==> src/rtl/core/sorted_priority_insert_queue_unit_assert.svh <==
// Assertion macros for the sorted priority queue.
// Each macro checks on the rising edge of clk and is off while rst_n is low.
`ifndef SORTED_PRIORITY_INSERT_QUEUE_UNIT_ASSERT_SVH
`define SORTED_PRIORITY_INSERT_QUEUE_UNIT_ASSERT_SVH
`ifndef SYNTH
// Same-cycle implication.
`define SPIQ_ASSERT_IMP(lbl, ante, cons) \
    lbl: assert property (@(posedge clk) disable iff (!rst_n) (ante) |-> (cons)) \
        else $error("spiq assertion failed");
// Next-cycle implication.
`define SPIQ_ASSERT_NXT(lbl, ante, cons) \
    lbl: assert property (@(posedge clk) disable iff (!rst_n) (ante) |=> (cons)) \
        else $error("spiq assertion failed");
`else
`define SPIQ_ASSERT_IMP(lbl, ante, cons)
`define SPIQ_ASSERT_NXT(lbl, ante, cons)
`endif
`endif

==> src/rtl/core/spiq_pkg.sv <==
package spiq_pkg;

    localparam int DW = 32;

    // Input operation codes
    localparam logic OP_INSERT = 1'b0;
    localparam logic OP_DUMP   = 1'b1;

    // Result status codes
    localparam logic [1:0] ST_INSERTED = 2'd0;
    localparam logic [1:0] ST_DROPPED  = 2'd1;
    localparam logic [1:0] ST_DUMPED   = 2'd2;
    localparam logic [1:0] ST_EMPTY    = 2'd3;

    // One stored entry as seen by a neighbor cell
    typedef struct packed {
        logic                 valid;
        logic signed [DW-1:0] data;
        logic signed [DW-1:0] prio;
    } spiq_entry_t;

    // Broadcast control from the controller to every cell
    typedef struct packed {
        logic                 ins;
        logic                 rot;
        logic signed [DW-1:0] data;
        logic signed [DW-1:0] prio;
    } spiq_ctrl_t;

endpackage

==> src/rtl/core/spiq_cell.sv <==
module spiq_cell (
    input  logic               clk,
    input  logic               rst_n,
    input  spiq_pkg::spiq_ctrl_t  ctrl,
    input  spiq_pkg::spiq_entry_t prev_entry,
    input  logic               prev_take,
    input  spiq_pkg::spiq_entry_t next_entry,
    input  spiq_pkg::spiq_entry_t head_entry,
    output spiq_pkg::spiq_entry_t entry,
    output logic               take
);
    import spiq_pkg::*;

    logic                 valid_reg;
    logic                 valid_next;
    logic signed [DW-1:0] data_reg;
    logic signed [DW-1:0] data_next;
    logic signed [DW-1:0] prio_reg;
    logic signed [DW-1:0] prio_next;

    // Claim the slot when empty or holding a priority not below the new one
    assign take = !valid_reg || (prio_reg >= ctrl.prio);

    assign entry.valid = valid_reg;
    assign entry.data  = data_reg;
    assign entry.prio  = prio_reg;

    // Pick the next contents: insert, shift right, rotate left, or hold
    always_comb
    begin
        valid_next = valid_reg;
        data_next  = data_reg;
        prio_next  = prio_reg;
        if (ctrl.ins && take)
        begin
            if (prev_take)
            begin
                valid_next = prev_entry.valid;
                data_next  = prev_entry.data;
                prio_next  = prev_entry.prio;
            end
            else
            begin
                valid_next = 1'b1;
                data_next  = ctrl.data;
                prio_next  = ctrl.prio;
            end
        end
        else if (ctrl.rot && valid_reg)
        begin
            if (next_entry.valid)
            begin
                data_next = next_entry.data;
                prio_next = next_entry.prio;
            end
            else
            begin
                data_next = head_entry.data;
                prio_next = head_entry.prio;
            end
        end
    end

    // Register the valid bit, cleared under reset
    always_ff @(posedge clk or negedge rst_n)
    begin
        if (!rst_n)
        begin
            valid_reg <= 1'b0;
        end
        else
        begin
            valid_reg <= valid_next;
        end
    end

    // Advance the payload
    always_ff @(posedge clk)
    begin
        data_reg <= data_next;
        prio_reg <= prio_next;
    end

endmodule

==> src/rtl/core/sorted_priority_insert_queue_unit.sv <==
// Insert: one result, registered in the cycle after the transfer; one insert per
// cycle while out_ready stays high. Dump of N stored entries: N results, the first
// registered in the cycle after the transfer, then one per cycle while out_ready stays
// high; input is held off until the last result is loaded. Dump of an empty store: one
// result, registered in the cycle after the transfer. rst_n (asynchronous, active low)
// empties the store and the output register; entry payloads are not cleared.
module sorted_priority_insert_queue_unit #(
    parameter int CAPACITY = 16
) (
    input  logic                            clk,
    input  logic                            rst_n,
    input  logic                            in_valid,
    output logic                            in_ready,
    input  logic                            op,
    input  logic signed [spiq_pkg::DW-1:0]  item_data,
    input  logic signed [spiq_pkg::DW-1:0]  item_priority,
    output logic                            out_valid,
    input  logic                            out_ready,
    output logic [1:0]                      status,
    output logic signed [spiq_pkg::DW-1:0]  out_data,
    output logic signed [spiq_pkg::DW-1:0]  out_priority,
    output logic                            last
);
    import spiq_pkg::*;

    `include "sorted_priority_insert_queue_unit_assert.svh"

    localparam int CW = $clog2(CAPACITY + 1);

    typedef enum logic {
        S_IDLE,
        S_DUMP
    } state_t;

    state_t               state_reg;
    logic [CW-1:0]        count_reg;
    logic [CW-1:0]        rem_reg;
    logic                 out_valid_reg;
    logic [1:0]           status_reg;
    logic signed [DW-1:0] out_data_reg;
    logic signed [DW-1:0] out_priority_reg;
    logic                 last_reg;

    logic                 out_free;
    logic                 accept;
    logic                 full;
    logic                 empty;
    spiq_ctrl_t           ctrl;

    spiq_entry_t          cell_entry [CAPACITY];
    spiq_entry_t          prev_e     [CAPACITY];
    spiq_entry_t          next_e     [CAPACITY];
    logic                 cell_take  [CAPACITY];
    logic                 prev_t     [CAPACITY];
    logic [CAPACITY-1:0]  valid_vec;

    // Handshake
    assign out_free = !out_valid_reg || out_ready;
    assign in_ready = (state_reg == S_IDLE) && out_free;
    assign accept   = in_valid && in_ready;
    assign full     = (count_reg == CW'(CAPACITY));
    assign empty    = (count_reg == '0);

    // Broadcast control to the cell row
    assign ctrl.ins  = accept && (op == OP_INSERT) && !full;
    assign ctrl.rot  = (state_reg == S_DUMP && out_free)
                     || (accept && (op == OP_DUMP) && !empty);
    assign ctrl.data = item_data;
    assign ctrl.prio = item_priority;

    // Build the cell row with neighbor links
    for (genvar i = 0; i < CAPACITY; i++)
    begin : g_cell
        if (i == 0)
        begin : g_head
            assign prev_e[i] = '0;
            assign prev_t[i] = 1'b0;
        end
        else
        begin : g_body
            assign prev_e[i] = cell_entry[i-1];
            assign prev_t[i] = cell_take[i-1];
        end

        if (i == CAPACITY - 1)
        begin : g_tail
            assign next_e[i] = '0;
        end
        else
        begin : g_mid
            assign next_e[i] = cell_entry[i+1];
        end

        assign valid_vec[i] = cell_entry[i].valid;

        spiq_cell u_cell (
            .clk        (clk),
            .rst_n      (rst_n),
            .ctrl       (ctrl),
            .prev_entry (prev_e[i]),
            .prev_take  (prev_t[i]),
            .next_entry (next_e[i]),
            .head_entry (cell_entry[0]),
            .entry      (cell_entry[i]),
            .take       (cell_take[i])
        );
    end

    // Sequence inserts and dumps, load the output register
    always_ff @(posedge clk or negedge rst_n)
    begin
        if (!rst_n)
        begin
            state_reg        <= S_IDLE;
            count_reg        <= '0;
            rem_reg          <= '0;
            out_valid_reg    <= 1'b0;
            status_reg       <= ST_INSERTED;
            out_data_reg     <= '0;
            out_priority_reg <= '0;
            last_reg         <= 1'b0;
        end
        else
        begin
            case (state_reg)
                S_IDLE:
                begin
                    if (accept)
                    begin
                        out_valid_reg    <= 1'b1;
                        out_data_reg     <= '0;
                        out_priority_reg <= '0;
                        last_reg         <= 1'b1;
                        if (op == OP_INSERT)
                        begin
                            if (full)
                            begin
                                status_reg <= ST_DROPPED;
                            end
                            else
                            begin
                                status_reg <= ST_INSERTED;
                                count_reg  <= count_reg + CW'(1);
                            end
                        end
                        else if (empty)
                        begin
                            status_reg <= ST_EMPTY;
                        end
                        else
                        begin
                            // Emit the head now and rotate the row
                            status_reg       <= ST_DUMPED;
                            out_data_reg     <= cell_entry[0].data;
                            out_priority_reg <= cell_entry[0].prio;
                            last_reg         <= (count_reg == CW'(1));
                            rem_reg          <= count_reg - CW'(1);
                            if (count_reg != CW'(1))
                            begin
                                state_reg <= S_DUMP;
                            end
                        end
                    end
                    else if (out_ready)
                    begin
                        out_valid_reg <= 1'b0;
                    end
                end
                S_DUMP:
                begin
                    if (out_free)
                    begin
                        out_valid_reg    <= 1'b1;
                        status_reg       <= ST_DUMPED;
                        out_data_reg     <= cell_entry[0].data;
                        out_priority_reg <= cell_entry[0].prio;
                        last_reg         <= (rem_reg == CW'(1));
                        rem_reg          <= rem_reg - CW'(1);
                        if (rem_reg == CW'(1))
                        begin
                            state_reg <= S_IDLE;
                        end
                    end
                end
                default:
                begin
                    state_reg <= S_IDLE;
                end
            endcase
        end
    end

    assign out_valid    = out_valid_reg;
    assign status       = status_reg;
    assign out_data     = out_data_reg;
    assign out_priority = out_priority_reg;
    assign last         = last_reg;

    // Checks
    `SPIQ_ASSERT_IMP(a_count_bound, 1'b1, count_reg <= CW'(CAPACITY))
    `SPIQ_ASSERT_IMP(a_valid_matches_count, 1'b1, $countones(valid_vec) == count_reg)
    `SPIQ_ASSERT_IMP(a_dump_rem_nonzero, state_reg == S_DUMP, rem_reg != '0)
    `SPIQ_ASSERT_NXT(a_insert_grows, ctrl.ins, count_reg == $past(count_reg) + CW'(1))

endmodule

==> config.mk <==
export PLATFORM = sky130hd
export DESIGN_NAME = sorted_priority_insert_queue_unit
export DESIGN_NICKNAME = d
export VERILOG_FILES = /design/src/rtl/core/spiq_pkg.sv /design/src/rtl/core/spiq_cell.sv /design/src/rtl/core/sorted_priority_insert_queue_unit.sv
export VERILOG_INCLUDE_DIRS = /design/src /design/src/rtl/core
export SDC_FILE = /design/constraint.sdc
export NUM_CORES = 2
export LEC_CHECK = 0
export BUFFER_PORTS_ARGS = -buffer_cell sky130_fd_sc_hd__buf_2
export CAP_MARGIN = 25
export CELL_PAD_IN_SITES_DETAIL_PLACEMENT = 1
export CELL_PAD_IN_SITES_GLOBAL_PLACEMENT = 1
export CORE_MARGIN = 4
export CORE_UTILIZATION = 53
export DETAILED_ROUTE_END_ITERATION = 10
export MAX_ROUTING_LAYER = met4
export PLACE_DENSITY_LB_ADDON = 0.1
export REMOVE_ABC_BUFFERS = 1
export SLEW_MARGIN = 0
export SYNTH_ARGS = -nofsm -noshare
export SYNTH_HDL_FRONTEND = slang
export SYNTH_HIERARCHICAL = 1
export SYNTH_SLANG_ARGS = --single-unit
==> constraint.sdc <==
create_clock -name clk -period 9.6 [get_ports clk]
set_clock_uncertainty 0.15 [all_clocks]
set_input_delay 0 -clock clk [delete_from_list [all_inputs] [get_ports clk]]
set_output_delay 0 -clock clk [all_outputs]
set_load 0.02 [all_outputs]
==> metrics.cfg <==
[place]
place.gp.congestion = 0.9210
portBuffers = 137
dp.cells = 8905
dp_hpwl_um = 189800

[global_routing]
grt_max_degree = 65
grt-ovfl-total = 0
grt_pass1_wl_um = 433700
antenna_found_initial = 6
gr-usage-all-layers_pct = 36.73
grt_pass1_vias = 64293

[floorplan]
fp.dieW_um = 401.2
placementRows = 144
design.die.area_sq_um = 160900
coreArea_sq_um = 153900
start_util_pct = 53.24
die_h_um = 401.2
ios = 138

[timing]
drv_slew = 0
finalHoldViolations = 0
setup_viol = 0
fin_crit_sh_pct = 59.79
slew_headroom_pct = 20.97
period_needed_ps = 5740
tns_ps = 0
rsz0062_at_grt = false
worst_pin_slew_ps = 1175
clock.fmax_ghz = 0.1742

[worst_setup_path]
worst_r2r_startpoint = g_cell[10].u_cell/prio_reg[5]$_DFFE_PP_
r2r_cells = 10
reg2reg_slack_ps = 3920
timing.rr.end = g_cell[10].u_cell/prio_reg[17]$_DFFE_PP_
worst_setup_path_start_kind = input pin
crit_path_max_fanout = 39
crit_type = input pin to flip-flop
end_kind = flip-flop
crit_required_ps = 9910
critical_path_arrival_ps = 6050

[detailed_routing]
drc = 0
postRouteAntennaNets = 0
wl_per_cell_um = 32.07
vias = 61022
routed_wl_um = 296500
firstDrtPassIters = 7
via_per_inst = 6.600
drt_iter0_markers = 5680

[cells_and_area]
drive_gt1_share_pct = 7.519
area_growth_pct = 9.857
n_fill_cell = 15689
nets = 7669
stdcell_count = 9246
final_common_cell = mux2i_1
layout_common_cells = mux2i_1 (3075), edfxtp_1 (1024), inv_1 (581), ha_1 (517), nand2_1 (278)

[pwr]
p_clk_share_pct = 17.2
switchingPower_uw = 13410
max-vdd-ir-drop_mv = 0.2217
cell_internal_pwr_uw = 16970
power_density_nw_per_um2 = 337.5
combPwrFrac_pct = 47.2
p_sw_share_pct = 44.15
seqPwrFrac_pct = 35.6
power_leakage_uw = 0.04837

[cts]
post_cts_buffers = 0
cts_buffer_depth = 3
htree_num_levels = 4
cts_buffers = 140
clk_pin_slew_ps = 60
clk_latency_ps = 810
cts_root_buffer = clkbuf_16
cts_tree = built
clkSinkCount = 1119

[synthesis]
syn_area_per_cell_sq_um = 11.93
yosys_warnings = 6
synth_area_sq_um = 81920
netlist_instances = 6865

[hold_path]
hold_path_class = input pin to flip-flop
worstHoldPathCells = 5
worstHoldEndpoint = rem_reg[0]$_DFFE_PN0P_
min_from = in_valid

[outcome]
status = finished, final reports clean

[run]
max_cap_viol_count = 0

[area by class of cell]
class	count	area, sq um	area share, %
Sequential cell	1119	33180	36.87
Tap cell	2044	2557	2.842
Antenna cell	7	17.52	0.01946
Multi-Input combinational cell	4919	45240	50.27
Inverter	581	2181	2.423
Clock buffer	202	3909	4.343
Clock inverter	52	509.2	0.5658
Timing Repair Buffer	322	2399	2.665
[worst max-delay path, cell delays in order]
cell and delay (ps):
dlygate4sd3_1 520, buf_2 610, inv_1 100, ha_1 340, a21oi_1 180, o21ai_1 100, a221oi_1 890, o211ai_1 470
a31oi_1 550, a31o_4 220, buf_4 700, nand2_4 710, buf_4 580
[per-layer routing]
metal  vias to the layer above  track usage (%)  part of all wire, %
met5                         -                -                    0
met4                         0            15.09                  4.6
met3                       577            5.052                  6.9
met2                      2444            57.10                   45
met1                     31834            48.60                   43
li1                      26167                -                    -
[stage by stage]
stage               utilization [%]  setup slack [ps]  total power [uW]  hold WS, ps  cell area (sq um)
floorplan                         -              2515             20130       -445.6              80150
global placement              54.98              3880             23990       -74.48              84600
detailed placement            55.06              3772             24660       -70.26              84720
CTS                           58.43              4066             30070        61.50              89900
global route                  58.48              3778             31650        120.6              89990
finish                        58.49              3860             30380        107.9              90000
[how the worst max path moves through the flow]
stage / start / end / cells after the start
finish: item_priority[5] / g_cell[10].u_cell/prio_reg[17]$_DFFE_PP_ / 13
global route: item_priority[7] / g_cell[10].u_cell/prio_reg[17]$_DFFE_PP_ / 13
CTS: item_priority[10] / g_cell[10].u_cell/prio_reg[17]$_DFFE_PP_ / 12
detailed placement: item_priority[10] / g_cell[10].u_cell/data_reg[14]$_DFFE_PP_ / 11
global placement: item_priority[7] / g_cell[10].u_cell/data_reg[14]$_DFFE_PP_ / 12
floorplan: count_reg[0]$_DFFE_PN0P_ / g_cell[0].u_cell/data_reg[0]$_DFFE_PP_ / 9
[power by group through the flow]
stage          clock [uW]  sequential (uW)  combinational (uW)
2_1_floorplan           0            10300                9820
3_3_place_gp            0            10800               13200
3_5_place_dp            0            10800               13800
4_1_cts              5290            10800               14000
5_1_grt              5490            11000               15200
6_report             5240            10800               14300
[what timing repair did]
| action | in CTS | in global routing |
|---|---|---|
| hold buffers | 75 | 0 |
| endpoints found under the hold margin | 1152 | 0 |
| resized for setup | 0 | 0 |
No activity file was read; power rests on OpenSTA's default activity.
